## src/assert_macros.svh

```systemverilog
// Assertion macros shared by the line cell rasteriser.
// Expect clk and rst_n in the scope of every use.
`ifndef ASSERT_MACROS_SVH
`define ASSERT_MACROS_SVH

// Same-cycle implication, checked outside reset
`define LCR_ASSERT_IMPL(label, ante, cons) \
    label: assert property (@(posedge clk) disable iff (!rst_n) (ante) |-> (cons)) \
        else $error("implication check failed");

// Next-cycle implication, checked outside reset
`define LCR_ASSERT_NEXT(label, ante, cons) \
    label: assert property (@(posedge clk) disable iff (!rst_n) (ante) |=> (cons)) \
        else $error("next-cycle check failed");

`endif

```

## src/lcr_pkg.sv

```systemverilog
// Types and constants for the line cell rasteriser.
// No dependencies; used by every module of the block.
package lcr_pkg;

    localparam int COORD_W      = 6;
    localparam int GRID_SIZE_DEF = 64;
    localparam int ERR_W        = COORD_W + 2;
    localparam int QUEUE_DEPTH  = 2;
    localparam int QPTR_W       = $clog2(QUEUE_DEPTH);
    localparam int QCNT_W       = $clog2(QUEUE_DEPTH + 1);

    typedef logic [COORD_W-1:0] coord_t;

    // One classified line, ready to trace
    typedef struct packed {
        coord_t a0;
        coord_t a1;
        coord_t b0;
        coord_t d_major;
        coord_t d_minor;
        logic   b_down;
        logic   steep;
        logic   skip_first;
    } line_cmd_t;

    typedef struct packed {
        logic busy;
        logic in_span;
    } back_status_t;

endpackage

```

## src/lcr_front.sv

```systemverilog
// Front end: clamps the endpoints, picks the major axis, orders the ends.
// Depends on lcr_pkg.
module lcr_front #(
    parameter int GRID_SIZE = lcr_pkg::GRID_SIZE_DEF
) (
    input  lcr_pkg::coord_t    start_x,
    input  lcr_pkg::coord_t    start_y,
    input  lcr_pkg::coord_t    end_x,
    input  lcr_pkg::coord_t    end_y,
    output lcr_pkg::line_cmd_t cmd,
    output logic               has_cells
);

    localparam lcr_pkg::coord_t MAX_COORD = lcr_pkg::COORD_W'(GRID_SIZE - 1);

    lcr_pkg::coord_t sx, sy, ex, ey;
    lcr_pkg::coord_t adx, ady;
    lcr_pkg::coord_t a0r, a1r, b0r, b1r;
    lcr_pkg::coord_t a0, a1, b0, b1;
    logic            steep, swap;

    function automatic lcr_pkg::coord_t clamp(input lcr_pkg::coord_t v);
        clamp = (v > MAX_COORD) ? MAX_COORD : v;
    endfunction

    function automatic lcr_pkg::coord_t absdiff(input lcr_pkg::coord_t p,
                                                input lcr_pkg::coord_t q);
        absdiff = (p > q) ? (p - q) : (q - p);
    endfunction

    always_comb
    begin
        sx  = clamp(start_x);
        sy  = clamp(start_y);
        ex  = clamp(end_x);
        ey  = clamp(end_y);
        adx = absdiff(sx, ex);
        ady = absdiff(sy, ey);
        steep = ady > adx;
        a0r = steep ? sy : sx;
        b0r = steep ? sx : sy;
        a1r = steep ? ey : ex;
        b1r = steep ? ex : ey;
        // trace toward the increasing major coordinate
        swap = a0r > a1r;
        a0 = swap ? a1r : a0r;
        a1 = swap ? a0r : a1r;
        b0 = swap ? b1r : b0r;
        b1 = swap ? b0r : b1r;
        cmd.a0         = a0;
        cmd.a1         = a1;
        cmd.b0         = b0;
        cmd.d_major    = a1 - a0;
        cmd.d_minor    = absdiff(b0, b1);
        cmd.b_down     = b0 > b1;
        cmd.steep      = steep;
        // the given end cell sits first in the trace when swapped, else last
        cmd.skip_first = swap;
        has_cells      = (a1 != a0);
    end

endmodule

```

## src/lcr_queue.sv

```systemverilog
// Short command queue between the front and back ends.
// Depends on lcr_pkg.
module lcr_queue (
    input  logic               clk,
    input  logic               rst_n,
    input  logic               push,
    input  lcr_pkg::line_cmd_t push_cmd,
    input  logic               pop,
    output lcr_pkg::line_cmd_t head,
    output logic               not_empty,
    output logic               full,
    output logic [lcr_pkg::QCNT_W-1:0] count
);

    lcr_pkg::line_cmd_t                mem [lcr_pkg::QUEUE_DEPTH];
    logic [lcr_pkg::QPTR_W-1:0]        wr_ptr_reg, wr_ptr_next;
    logic [lcr_pkg::QPTR_W-1:0]        rd_ptr_reg, rd_ptr_next;
    logic [lcr_pkg::QCNT_W-1:0]        count_reg, count_next;

    localparam logic [lcr_pkg::QCNT_W-1:0] DEPTH_CNT = lcr_pkg::QCNT_W'(lcr_pkg::QUEUE_DEPTH);
    localparam logic [lcr_pkg::QPTR_W-1:0] LAST_PTR  = lcr_pkg::QPTR_W'(lcr_pkg::QUEUE_DEPTH - 1);

    assign not_empty = count_reg != '0;
    assign full      = count_reg == DEPTH_CNT;
    assign head      = mem[rd_ptr_reg];
    assign count     = count_reg;

    always_comb
    begin
        wr_ptr_next = wr_ptr_reg;
        rd_ptr_next = rd_ptr_reg;
        count_next  = count_reg;
        if (push)
        begin
            wr_ptr_next = (wr_ptr_reg == LAST_PTR) ? '0 : wr_ptr_reg + 1'b1;
        end
        if (pop)
        begin
            rd_ptr_next = (rd_ptr_reg == LAST_PTR) ? '0 : rd_ptr_reg + 1'b1;
        end
        if (push && !pop)
        begin
            count_next = count_reg + 1'b1;
        end
        else if (pop && !push)
        begin
            count_next = count_reg - 1'b1;
        end
    end

    always_ff @(posedge clk or negedge rst_n)
    begin
        if (!rst_n)
        begin
            wr_ptr_reg <= '0;
            rd_ptr_reg <= '0;
            count_reg  <= '0;
        end
        else
        begin
            wr_ptr_reg <= wr_ptr_next;
            rd_ptr_reg <= rd_ptr_next;
            count_reg  <= count_next;
        end
    end

    always_ff @(posedge clk)
    begin
        if (push)
        begin
            mem[wr_ptr_reg] <= push_cmd;
        end
    end

endmodule

```

## src/lcr_back.sv

```systemverilog
// Back end: steps one line a cell per cycle into an output register while the output is not stalled.
// Depends on lcr_pkg.
module lcr_back (
    input  logic                   clk,
    input  logic                   rst_n,
    input  lcr_pkg::line_cmd_t     head,
    input  logic                   not_empty,
    output logic                   pop,
    output logic                   out_valid,
    input  logic                   out_stall,
    output lcr_pkg::coord_t        cell_x,
    output lcr_pkg::coord_t        cell_y,
    output logic                   last_cell,
    output lcr_pkg::back_status_t  status
);

    typedef enum logic [1:0] {
        ST_IDLE = 2'b01,
        ST_RUN  = 2'b10
    } state_t;

    state_t                         state_reg, state_next;
    lcr_pkg::line_cmd_t             cmd_reg;
    lcr_pkg::coord_t                a_reg, b_reg;
    logic signed [lcr_pkg::ERR_W-1:0] err_reg, err_next, err_add;
    logic                           first_reg;
    logic                           out_valid_reg, out_valid_next;
    lcr_pkg::coord_t                cell_x_reg, cell_y_reg;
    logic                           last_reg;
    logic                           out_free, emit, at_last, advance, move;
    lcr_pkg::coord_t                a_last;

    assign out_free = !out_valid_reg || !out_stall;
    assign a_last   = cmd_reg.skip_first ? cmd_reg.a1 : cmd_reg.a1 - 1'b1;
    assign at_last  = a_reg == a_last;
    assign emit     = !(first_reg && cmd_reg.skip_first);
    assign advance  = (state_reg == ST_RUN) && out_free;
    assign pop      = (state_reg == ST_IDLE) && not_empty;
    assign err_add  = err_reg + $signed({2'b00, cmd_reg.d_minor});
    assign move     = $signed({err_add, 1'b0}) >= $signed({3'b000, cmd_reg.d_major});
    assign err_next = move ? err_add - $signed({2'b00, cmd_reg.d_major}) : err_add;

    always_comb
    begin
        state_next     = state_reg;
        out_valid_next = out_valid_reg && out_stall;
        case (state_reg)
            ST_IDLE:
            begin
                if (not_empty)
                begin
                    state_next = ST_RUN;
                end
            end
            ST_RUN:
            begin
                if (advance && emit)
                begin
                    out_valid_next = 1'b1;
                    if (at_last)
                    begin
                        state_next = ST_IDLE;
                    end
                end
            end
            default:
            begin
                state_next = ST_IDLE;
            end
        endcase
    end

    always_ff @(posedge clk or negedge rst_n)
    begin
        if (!rst_n)
        begin
            state_reg     <= ST_IDLE;
            out_valid_reg <= 1'b0;
        end
        else
        begin
            state_reg     <= state_next;
            out_valid_reg <= out_valid_next;
        end
    end

    always_ff @(posedge clk)
    begin
        if (pop)
        begin
            cmd_reg   <= head;
            a_reg     <= head.a0;
            b_reg     <= head.b0;
            err_reg   <= '0;
            first_reg <= 1'b1;
        end
        else if (advance)
        begin
            a_reg     <= a_reg + 1'b1;
            err_reg   <= err_next;
            first_reg <= 1'b0;
            if (move)
            begin
                b_reg <= cmd_reg.b_down ? b_reg - 1'b1 : b_reg + 1'b1;
            end
        end
        // emit the cell held before this step's minor move
        if (advance && emit)
        begin
            cell_x_reg <= cmd_reg.steep ? b_reg : a_reg;
            cell_y_reg <= cmd_reg.steep ? a_reg : b_reg;
            last_reg   <= at_last;
        end
    end

    assign out_valid      = out_valid_reg;
    assign cell_x         = cell_x_reg;
    assign cell_y         = cell_y_reg;
    assign last_cell      = last_reg;
    assign status.busy    = state_reg == ST_RUN;
    assign status.in_span = a_reg <= cmd_reg.a1;

endmodule

```

## src/line_cell_rasterizer.sv

```systemverilog
// An accepted line is written to the queue; the back end pops it when idle, and its
// cells are registered at the output (a leading given end cell is stepped over unemitted).
// Throughput: one cell per cycle while the output is not stalled; new lines are accepted
// while the back end traces, until the queue is full.
// Lines with start equal to end give no cell; two lines may queue.
// Reset: rst_n clears the queue, the stepping state and the output valid at once.
`include "assert_macros.svh"

module line_cell_rasterizer #(
    parameter int GRID_SIZE = lcr_pkg::GRID_SIZE_DEF
) (
    input  logic            clk,
    input  logic            rst_n,
    input  logic            in_valid,
    output logic            in_stall,
    input  lcr_pkg::coord_t start_x,
    input  lcr_pkg::coord_t start_y,
    input  lcr_pkg::coord_t end_x,
    input  lcr_pkg::coord_t end_y,
    output logic            out_valid,
    input  logic            out_stall,
    output lcr_pkg::coord_t cell_x,
    output lcr_pkg::coord_t cell_y,
    output logic            last_cell
);

    lcr_pkg::line_cmd_t            front_cmd, head;
    lcr_pkg::back_status_t         status;
    logic                          has_cells, push, pop, not_empty, full;
    logic [lcr_pkg::QCNT_W-1:0]    q_count;

    lcr_front #(
        .GRID_SIZE (GRID_SIZE)
    ) u_front (
        .start_x   (start_x),
        .start_y   (start_y),
        .end_x     (end_x),
        .end_y     (end_y),
        .cmd       (front_cmd),
        .has_cells (has_cells)
    );

    // drop lines with no cells to trace
    assign in_stall = full;
    assign push     = in_valid && !full && has_cells;

    lcr_queue u_queue (
        .clk       (clk),
        .rst_n     (rst_n),
        .push      (push),
        .push_cmd  (front_cmd),
        .pop       (pop),
        .head      (head),
        .not_empty (not_empty),
        .full      (full),
        .count     (q_count)
    );

    lcr_back u_back (
        .clk       (clk),
        .rst_n     (rst_n),
        .head      (head),
        .not_empty (not_empty),
        .pop       (pop),
        .out_valid (out_valid),
        .out_stall (out_stall),
        .cell_x    (cell_x),
        .cell_y    (cell_y),
        .last_cell (last_cell),
        .status    (status)
    );

    `LCR_ASSERT_IMPL(a_queue_bound, 1'b1, q_count <= lcr_pkg::QCNT_W'(lcr_pkg::QUEUE_DEPTH))
    `LCR_ASSERT_IMPL(a_trace_in_span, status.busy, status.in_span)
    `LCR_ASSERT_IMPL(a_line_open, out_valid && !last_cell, status.busy)
    `LCR_ASSERT_NEXT(a_no_spurious, !status.busy && !not_empty && !out_valid, !out_valid)

endmodule

```

## config.mk

```make
export PLATFORM = sky130hd
export DESIGN_NAME = line_cell_rasterizer
export DESIGN_NICKNAME = d
export VERILOG_FILES = /design/src/lcr_pkg.sv /design/src/lcr_front.sv /design/src/lcr_queue.sv /design/src/lcr_back.sv /design/src/line_cell_rasterizer.sv
export VERILOG_INCLUDE_DIRS = /design/src /design/src/src
export SDC_FILE = /design/constraint.sdc
export NUM_CORES = 1
export LEC_CHECK = 0
export BUFFER_PORTS_ARGS = -buffer_cell sky130_fd_sc_hd__buf_2
export CAP_MARGIN = 20
export CORE_ASPECT_RATIO = 0.9
export CORE_MARGIN = 2
export CORE_UTILIZATION = 35
export DETAILED_ROUTE_END_ITERATION = 10
export SYNTH_ARGS = -nofsm -noshare
export SYNTH_HDL_FRONTEND = slang
export SYNTH_SLANG_ARGS = --single-unit
```

## constraint.sdc

```tcl
create_clock -name clk -period 5.1 [get_ports clk]
set_input_delay 0.765 -clock clk [delete_from_list [all_inputs] [get_ports clk]]
set_output_delay 0.765 -clock clk [all_outputs]
set_load 0.01 [all_outputs]
```

==> results.yml <==
final_layout:
  final_nets: 1125
  drive_above_1_share_pct: 44.9
  area_delta_synth_final_pct: 43.5
  antennaDiodeCount: 0
  largest_reg_flops: 66
synth:
  ys_seq_elements: 128
  synth_cell_types: 75
  synth_edf_count: 112
  syn_area_um2: 8490
  yosys-top-cells-count: "edfxtp_1, inv_1, ha_1"
  synthCells: 799
  ys_warn_count: 0
  synth_top_cells_by_area: "edfxtp_1, ha_1, mux2i_1"
  ys_seq_area_share_pct: 43.8
  synth_fp_nets: 896
  ys.flop_type: "edfxtp_1"
  synth.top_cell.area_share_pct: 39.6
  synth_most_common_cell: "edfxtp_1"
  syn_avg_cell_area_um2: 10.6
  synth_largest_area_cell: "edfxtp_1"
  synthArstFlopShare_pct: 5.47
min_path:
  hp-class: "in2async"
global_routing:
  grt_pass1_wl_mm: 34.7
  grt_antenna_before_repair: 0
  grt_max_degree: 41
  grt_pass1_vias: 6756
  grt_usage_pct: 17.5
  grt-ovfl-total: 0
cts:
  hold_buffers: 0
  root_buffer: "clkbuf_16"
  insertion_delay_ns: 0.41
  clock_sinks: 128
  cts_tree: "done"
  h-tree-depth: 4
  cts_buffers: 17
  clk_path_buf_depth: 2
  clkSlewWorstSetupHoldPaths_ns: 0.06
sta:
  setup_viol_count_final: 130
  finalHoldViolCount: 0
  slew_viol_final: 0
  fmax_mhz: 135
  rsz0062_at_grt: "yes"
  fin_crit_sh_pct: 146
  min_period_ns: 7.43
  worst_slack_ns: -2.33
  hold_slack_ns: 0.174
  slew_headroom_pct: 55.6
  worst_pin_slew_ns: 0.650
  clock_skew_ns: 0.00738
placed_design:
  port_buffers: 42
  place.gp.congestion: 0.917
  post-dp-hpwl_mm: 16.7
worst_setup_path:
  worstSetupStartpointType: "input port"
  critical_path.slowest_cell: "fa_2"
  required_ns: 5.25
  cp_slowest_stage_delay_ns: 0.38
  crit_type: "in2reg"
  worst-path-max-fanout: 6
  cp_common_cell: "ha_4"
  end_kind: "register"
  crit_arrival_ns: 7.57
run_status:
  status: "finished, violations left"
  violations: "setup timing"
route:
  drtAntennaViolNets: 0
  drc_errors: 0
  dr.pass1.iters: 5
  drt-initial-drc-count: 359
  wl_per_cell_um: 16.6
  via_per_inst: 4.98
  vias: 6712
  postRouteWirelength_mm: 22.3
floorplan:
  die_h_um: 152
  rows: 54
  die-width_um: 168
  die-area_um2: 25500
  initial_core_util_pct: 35.3
  design.core.area_um2: 24100
  io_pins: 43
run:
  maxCapViolCount: 0
==> through the flow <==
step / setup slack, ns / cells / cell area, um^2 / util [%] / TNS (ns)
detailed placement: -2.97 / 1281 / 10500 / 43.7 / -152.82
global route: -2.65 / 1349 / 12200 / 50.7 / -90.76
CTS: -2.22 / 1332 / 11800 / 49.0 / -62.33
global placement: -2.83 / 1281 / 10500 / 43.7 / -143.62
floorplan: -2.84 / 799 / 8810 / - / -120.66
finish: -2.33 / 1349 / 12200 / 50.7 / -66.27
==> worst max-delay path: cells and delay by family <==
kind | cells | cell delay, ns
simple gates | 12 | 1.38
xor+xnor | 2 | 0.35
mux | 1 | 0.20
buf+inv | 10 | 1.03
compound gates | 15 | 2.24
fa+ha+maj | 7 | 1.59
==> layout make-up <==
class / instances / area, um^2
clock buffers: 17 / 425
well taps: 308 / 385
multi-input cells: 560 / 5160
flip-flops and latches: 128 / 3720
fillers: 2128 / 11900
repair buffers: 254 / 2050
inverters: 67 / 262
clock inverters: 15 / 184
==> routing by layer <==
metal	GRT usage, %	up-vias	share of wire (%)
li1	-	3336	-
met1	22.1	3217	45
met2	30.9	129	50
met3	2.34	30	3.0
met4	6.16	0	2.0
met5	0	-	0
==> cells in the final DEF, fill, tap and decap left out, types with 12 or more instances in the layout <==
master,instances
a21o_1,21
a21oi_1,38
o21ai_0,29
clkbuf_16,17
xnor2_1,32
xor2_1,14
inv_2,12
inv_1,51
nand2_1,45
mux2i_1,24
buf_4,174
buf_2,39
buf_6,28
nor2_1,28
nor2b_1,16
a21oi_2,12
edfxtp_1,112
mux2_2,33
ha_1,51
nor2_2,14
==> kinds of logic (layout without fill, tap and decap cells) <==
kind of cell               Yosys count  in the layout  synth area share, %
buffers and inverters              111            353                 5.14
DFF                                128            128                 43.8
adders and majority gates           75             75                 11.5
muxes                               82             82                 10.3
and+or+nand+nor                    174            174                 10.3
xor gates and xnor gates            54             54                 5.88
AOI/OAI and AO/OA                  175            175                 13.1
==> timing repair <==
| action | CTS | global route |
|---|---|---|
| buffers inserted | 19 | 24 |
| pin swaps | 32 | 28 |
| gates cloned | 1 | 0 |
| endpoints found under the hold margin | 0 | 0 |
| setup endpoints to repair | 130 | 130 |
| resized for setup | 110 | 73 |
==> worst paths after layout <==
kind | startpoint | endpoint | slack, ns | cells after the start
max | start_x[1] | u_queue.mem[0][8]$_DFFE_PP_ | -2.33 | 47
min | rst_n | u_back.state_reg[1]$_DFFE_PN0P_ | 0.17 | 1
max reg2reg | u_back.cmd_reg[3]$_DFFE_PP_ | u_back.b_reg[2]$_DFFE_PP_ | 1.61 | 12
min reg2reg | u_back.first_reg$_SDFFE_PP1P_ | u_back.first_reg$_SDFFE_PP1P_ | 0.47 | 1
max in group asynchronous | rst_n | u_back.state_reg[0]$_DFFE_PN1P_ | 4.70 | 1
min in group clk | u_back.first_reg$_SDFFE_PP1P_ | u_back.first_reg$_SDFFE_PP1P_ | 0.47 | 1
Power is left out: the tool's default activity adds up to more than one toggle a clock period on the data nets, which glitch-free logic cannot reach.
